File: src/design/rbsi_pkg.sv
package rbsi_pkg;

   // default field format
   localparam int COORD_WIDTH_DEF = 32;
   localparam int FRAC_BITS_DEF   = 16;

   // quotient bits kept by each divider; enough to exceed any max_distance
   localparam int Q_WIDTH    = 32;
   // slab distance, signed, range -1 .. max_distance + 1
   localparam int T_WIDTH    = Q_WIDTH + 1;
   localparam int DIST_WIDTH = 31;

   // configuration port
   localparam int CSR_ADDR_WIDTH = 3;
   localparam int CSR_DATA_WIDTH = 32;
   localparam int CSR_INDEX_LSB  = 2;
   localparam logic REG_MAX_DISTANCE = 1'b0;

   localparam logic [DIST_WIDTH-1:0] MAX_DISTANCE_RESET = '1;

   // what one axis hands to the merge stage
   typedef struct packed {
      logic signed [T_WIDTH-1:0] t_lo;
      logic signed [T_WIDTH-1:0] t_hi;
      logic                      ok;
   } lane_result_type;

endpackage

File: src/design/rbsi_merge.sv
// Intersects the three slab intervals with [0, max_distance].
module rbsi_merge (
   input  logic                                 clock,
   input  logic                                 enable,
   input  rbsi_pkg::lane_result_type            lane_x,
   input  rbsi_pkg::lane_result_type            lane_y,
   input  rbsi_pkg::lane_result_type            lane_z,
   input  logic [rbsi_pkg::DIST_WIDTH-1:0]      max_distance,
   output logic                                 hit,
   output logic [rbsi_pkg::DIST_WIDTH-1:0]      distance
);
   import rbsi_pkg::*;

   logic signed [T_WIDTH-1:0] lo_in, hi_in, lo_ff, hi_ff;
   logic                      ok_ff, hit_ff;
   logic [DIST_WIDTH-1:0]     distance_ff;

   // running interval over the lanes
   always_comb begin
      lo_in = '0;
      hi_in = $signed({2'b00, max_distance});
      if (lane_x.t_lo > lo_in) lo_in = lane_x.t_lo;
      if (lane_y.t_lo > lo_in) lo_in = lane_y.t_lo;
      if (lane_z.t_lo > lo_in) lo_in = lane_z.t_lo;
      if (lane_x.t_hi < hi_in) hi_in = lane_x.t_hi;
      if (lane_y.t_hi < hi_in) hi_in = lane_y.t_hi;
      if (lane_z.t_hi < hi_in) hi_in = lane_z.t_hi;
   end

   always_ff @(posedge clock) begin
      if (enable) begin
         lo_ff <= lo_in;
         hi_ff <= hi_in;
         ok_ff <= lane_x.ok && lane_y.ok && lane_z.ok;
      end
   end

   // empty interval is a miss
   always_ff @(posedge clock) begin
      if (enable) begin
         hit_ff      <= ok_ff && !(lo_ff > hi_ff);
         distance_ff <= (ok_ff && !(lo_ff > hi_ff)) ? lo_ff[DIST_WIDTH-1:0] : '0;
      end
   end

   assign hit      = hit_ff;
   assign distance = distance_ff;

endmodule

File: config.mk
export PLATFORM = sky130hd
export DESIGN_NAME = rbsi_merge
export DESIGN_NICKNAME = d
export VERILOG_FILES = /design/src/design/rbsi_pkg.sv /design/src/design/rbsi_merge.sv
export SDC_FILE = /design/constraint.sdc
export NUM_CORES = 1
export LEC_CHECK = 0
export BUFFER_PORTS_ARGS = -buffer_cell sky130_fd_sc_hd__buf_2
export CORE_MARGIN = 3
export CORE_UTILIZATION = 50
export CTS_CLUSTER_SIZE = 20
export DETAILED_ROUTE_END_ITERATION = 12
export PLACE_DENSITY = 0.85
export REMOVE_ABC_BUFFERS = 1
export SLEW_MARGIN = 0
export SYNTH_ARGS = -nofsm -noshare
export SYNTH_HDL_FRONTEND = slang
export SYNTH_SLANG_ARGS = --single-unit
File: constraint.sdc
create_clock -name clock -period 8.21 [get_ports clock]
set_clock_uncertainty 0.2 [all_clocks]
set_input_delay 0.821 -clock clock [delete_from_list [all_inputs] [get_ports clock]]
set_output_delay 0.821 -clock clock [all_outputs]
set_load 0.05 [all_outputs]
* Word-level counts from Yosys, hierarchy flattened *
Index checks and enable logic that the tools add are counted.

storage, ports and cells
  flip-flop bits (word level) = 99
  word-level logic and storage cells = 22
  input port bits = 234
  output and inout port bits = 32

cells by class
  mux-type cells = 6
  reductions and logical operators = 4
  $lt $le $gt $ge = 7

operators with widths
  kind                                                                              count
  33-bit two-way mux                                                                6
  33-bit greater-than comparator                                                    3
  33-bit less-than comparator                                                       2
  33-bit by 1-bit greater-than comparator with 1-bit output, second input constant  1
  33-bit by 32-bit less-than comparator with 1-bit output                           1
  1-bit logical AND                                                                 3
  1-bit logical NOT                                                                 1

* Logic depth before layout (Yosys ltp) *
  depth in word-level cells = 6
  mapped depth = 37
  depth with buffers taken out = 32

* Worst setup path before layout *
OpenSTA, ideal clock, no wires.

  path type = input-to-reg
  from = input port max_distance[26] in the netlist's numbering
  to = register hi_ff[10] (data pin)
  setup time = 0.264 ns
  setup slack = 0.106 ns
  stages = 36
  required time = 7.746 ns
  buffers on the path = 5
  data arrival time = 7.640 ns
  path through = inv_1 > ha_1 > a21o_1 > a21o_1 > a21oi_1 > nor2b_1 > o21ai_0 > o211ai_1 > nor3_1 > a21oi_1 > ha_1 > buf_6 > clkbuf_1 > mux2_2 > inv_1 > ha_1 > a21oi_1 > o21ai_0 > a221o_1 > o311a_1 > nor2_1 > xnor2_2 > buf_2 > mux2i_1 > ha_1 > a21o_1 > a221o_1 > a221oi_1 > a2bb2oi_1 > nand3_1 > nor2_1 > o21ai_1 > mux2_4 > buf_6 > buf_6 > mux2i_1

between the ends
  longest elaborated chain between the ends = 6

ends and longest elaborated chain
  item                                                     RTL line          text
  start, declared                                          rbsi_merge.sv:8   input logic [rbsi_pkg::DIST_WIDTH-1:0] max_distance,
  33-bit by 32-bit less-than comparator with 1-bit output  rbsi_merge.sv:25  if (lane_x.t_hi < hi_in) hi_in = lane_x.t_hi;
  33-bit two-way mux (*)                                   rbsi_merge.sv:25
  33-bit less-than comparator                              rbsi_merge.sv:26  if (lane_y.t_hi < hi_in) hi_in = lane_y.t_hi;
  33-bit two-way mux (*)                                   rbsi_merge.sv:26
  33-bit less-than comparator                              rbsi_merge.sv:27  if (lane_z.t_hi < hi_in) hi_in = lane_z.t_hi;
  33-bit two-way mux (*)                                   rbsi_merge.sv:27
  named net hi_in[10]                                      rbsi_merge.sv:14  logic signed [T_WIDTH-1:0] lo_in, hi_in, lo_ff, hi_ff;
  end signal, assigned                                     rbsi_merge.sv:33  hi_ff <= hi_in;
  end, declared                                            rbsi_merge.sv:14

The timed path passes the listed nets; every way through them passes the cells marked *.
A chain may end at the register's enable or synchronous reset.

* Worst setup path after layout *
  from = input port lane_x[27] in the netlist's numbering
  to = register hi_ff[14] (data pin)

between the ends
  longest elaborated chain between the ends = 6

ends and longest elaborated chain
  item                                                     RTL line          text
  start, declared                                          rbsi_merge.sv:5   input rbsi_pkg::lane_result_type lane_x,
  33-bit by 32-bit less-than comparator with 1-bit output  rbsi_merge.sv:25
  33-bit two-way mux (*)                                   rbsi_merge.sv:25
  33-bit less-than comparator                              rbsi_merge.sv:26
  33-bit two-way mux (*)                                   rbsi_merge.sv:26
  33-bit less-than comparator                              rbsi_merge.sv:27
  33-bit two-way mux (*)                                   rbsi_merge.sv:27
  named net hi_in[14]                                      rbsi_merge.sv:14

Marks and branches as above.

==> results.txt <==
----------------------------------------------------
[Logic synthesis]
  Top flip-flop cell by instance count after synthesis ... edfxtp_1
  Yosys warning count ... 0
  Share of async-settable or async-resettable flops after synthesis ... 0
  Sequential-to-total area share from yosys stat ... 0.291
  Synthesized instance count ... 1068
  Mean area per synthesized cell ... 9.57 um^2
  Post-synth EDFFs ... 99
  Number of distinct library cell variants in the gate-level netlist after synthesis ... 53
  Cell area after synthesis ... 10200 um^2
  Post-synthesis sequential element count ... 99

[Setup path]
  Endpoint arrival time on the critical path ... 7740 ps
  Kind of end point of the critical path ... flip-flop
  Largest fanout of any net on the critical path ... 19
  Type of the setup path with the least slack ... input pin to flip-flop
  Beginning of the critical path ... lane_x[27]
  Worst path slowest cell ... o311a_1
  Reg2Reg Launch Point ... hi_ff[2]
  Type of origin of the critical path ... input pin
  Critical Path RT ... 8100 ps
  Most Frequent Cell on Critical Path ... ha_1
  Worst path max stage delay ... 420 ps

[STA]
  Worst-case setup margin in the final layout ... 361 ps
  Portion of the clock cycle consumed by the worst path in the final layout ... 0.956
  Hold WS ... 362 ps
  Fin. max-slew vios ... 0
  Final setup violation count ... 0
  Final Hold Vio Count ... 0
  Highest Clock Rate ... 127 MHz
  Minimum period implied by the final worst setup slack ... 7850 ps
  Actual slew at the worst max-slew pin ... 931 ps
  Tightest slew margin relative to the limit ... 0.379

[Power and ir drop]
  Maximum vdd ir drop ... 109 uV
  Power, Total ... 2200 uW
  Power density over cell area ... 178 nW/um^2
  LEAKAGE ... 0.00659 uW

[Placement]
  Estimated wirelength of the detail-placed design ... 23500 um
  Setup slack after placement ... -223 ps
  Placer congestion estimate ... 0.961
  Cell count after placement ... 1587
  IO Port Bufs ... 265

[Global routing]
  Overall fraction of global-route tracks in use ... 0.244
  Via count of the first global-routing pass ... 9171
  Global-route wire length before repair ... 43800 um
  Pin count of the biggest net entering global routing ... 55
  Antenna violations before repair ... 1
  Overflow left after global routing ... 0

[Detailed routing]
  DRC violation total after the first TritonRoute iteration ... 553
  Met2 Wirelength ... 14200 um
  Average routed wire per standard cell ... 17.4 um
  Total Routed Length ... 28000 um
  Post-route ant nets ... 0
  Drt first pass iters ... 6
  Highest metal used ... met5
  Via density per instance ... 5.63
  DRC Markers ... 0
  Vias post-DR ... 9073
  Detailed-routing wirelength on met1 ... 11400 um
  Metal3 WL ... 1640 um

[Clock tree]
  Clock network latency to the later pin of the worst-skew pair ... 350 ps
  H-tree levels ... 3
  Clock-pin slew reported for the worst setup and hold paths after clock tree synthesis ... 70 ps
  Clock tree from TritonCTS ... yes
  CTS root buffer ... clkbuf_16
  TritonCTS Sinks ... 99
  Maximum root-to-sink buffer count ... 2
  Number of buffers added by the clock tree synthesis step ... 9

[Cells and area]
  Fillcell total ... 1679
  Non-Filler Instances ... 1611
  Leading cell types in the layout, fill and taps excluded ... buf_2 (264), ha_1 (194), inv_1 (167)
  Number of nets in the final layout ... 1768
  Share of post-route cells with drive strength above 1 ... 0.269
  Multi-input combinational cell area ... 6490 um^2
  P&R area growth vs syn ... 20.6%
  Commonest non-fill, non-tap cell in the layout ... buf_2
  Area occupied by registers ... 2970 um^2

[Job]
  Count of max-cap constraint violations ... 0

[Floorplan]
  Die span in y ... 149 um
  Number of ports placed on the die boundary ... 266
  Core area ... 19800 um^2
  Chip Width ... 149 um
  Total number of placement rows ... 51
  Starting Density ... 0.516
  Full die area ... 22200 um^2

[Min path]
  Start point of the worst hold path ... lo_ff[2]
  Min-Delay Path Class ... flip-flop to flip-flop

[Run status]
  Outcome ... complete, no violations

----------------------------------------------------
## synth_stat cells, types with 2 or more instances
master    number  area share
nand3_1       15      0.0073
buf_6          8      0.0088
o22ai_1        3      0.0018
a211oi_1       5      0.0037
clkbuf_1      19      0.0070
nor2_1        31       0.011
a221o_1        4      0.0039
nor2b_1        7      0.0043
o311a_1        2      0.0020
mux2i_1       96       0.094
nor3_1        44       0.022
nand2b_1       5      0.0031
and3_1         3      0.0018
a221oi_1       2      0.0017
o21a_1         5      0.0037
inv_1        167       0.061
a41oi_1        3      0.0026
a31oi_1       33       0.020
a211o_1        3      0.0026
mux2_2        32       0.035
and2_1        33       0.020
or2_2          2      0.0012
mux2_4         2      0.0029
o21ai_0       21       0.010
nand2_1       49       0.018
o41a_1         2      0.0022
o211ai_1       7      0.0051
a21o_1        54       0.040
or3_1          2      0.0012
a21oi_1       44       0.022
edfxtp_1      99        0.29
buf_2          6      0.0029
ha_1         194        0.24
and4_1         6      0.0051
nand4_1       33       0.020
nor4_1        10      0.0061
## metal layers
| metal | track usage | vias up |
|---|---|---|
| met5 | 0 | - |
| met4 | 0.0741 | 2 |
| met3 | 0.0435 | 64 |
| met2 | 0.425 | 276 |
| met1 | 0.309 | 4256 |
| li1 | - | 4475 |
## stage by stage
| stage | utilization | setup TNS [ps] | instance area (um^2) |
|---|---|---|---|
| floorplan | - | -53710 | 10000 |
| CTS | 0.617 | 0 | 12200 |
| detailed placement | 0.602 | -6310 | 11900 |
| global route | 0.623 | -420 | 12300 |
| finish | 0.623 | 0 | 12300 |
| global placement | 0.602 | 0 | 11900 |
## area by class of cell
| type | instances | share of cell area |
|---|---|---|
| diodes | 1 | 0.000203 |
| multi-input cells | 769 | 0.527 |
| flip-flops and latches | 99 | 0.241 |
| clock buffers | 9 | 0.0183 |
| clock inverters | 7 | 0.00569 |
| inverters | 167 | 0.0509 |
| repair buffers | 294 | 0.130 |
| well taps | 265 | 0.0269 |
## path summary, 6_finish.rpt
| check | slack [ps] | end | cells after the start |
|---|---|---|---|
| max reg2reg | 4270 | distance[5] | 11 |
| min reg2reg | 360 | distance[2] | 1 |
| min | 360 | distance[2] | 1 |
| max | 360 | hi_ff[14] | 34 |
## worst max-delay path, delay by kind of cell
family          cells  cell delay, ps
compound gates     15            3030
fa+ha+maj           4            1190
simple gates        5             690
mux                 4            1130
xor+xnor            1             140
buf+inv             5             690
## repair_timing
item	in CTS	in global routing
resized for setup	0	16
setup endpoints to repair	0	66
hold buffers	0	0
buffers inserted	0	7
## registers in the layout, summed over array words and instances (netlist names)
register	flops
ok_ff	1
distance	31
hi_ff	33
hit	1
lo_ff	33
## logic make-up after synthesis
group,Yosys count,share of synthesized area
other,1,0.000367
flip-flops,99,0.291
buffers and inverters,200,0.0801
XOR/XNOR,1,0.00159
AO/OA/AOI/OAI,201,0.134
adder cells (fa/ha/maj),194,0.238
AND/OR/NAND/NOR,242,0.123
multiplexers,130,0.132
## power by group
group	internal, uW	switching [uW]	total (uW)
combinational	478	592	1070
sequential	677	35.3	713
clock	214	200	414
Note: power is estimated with default switching activity, not from simulation.
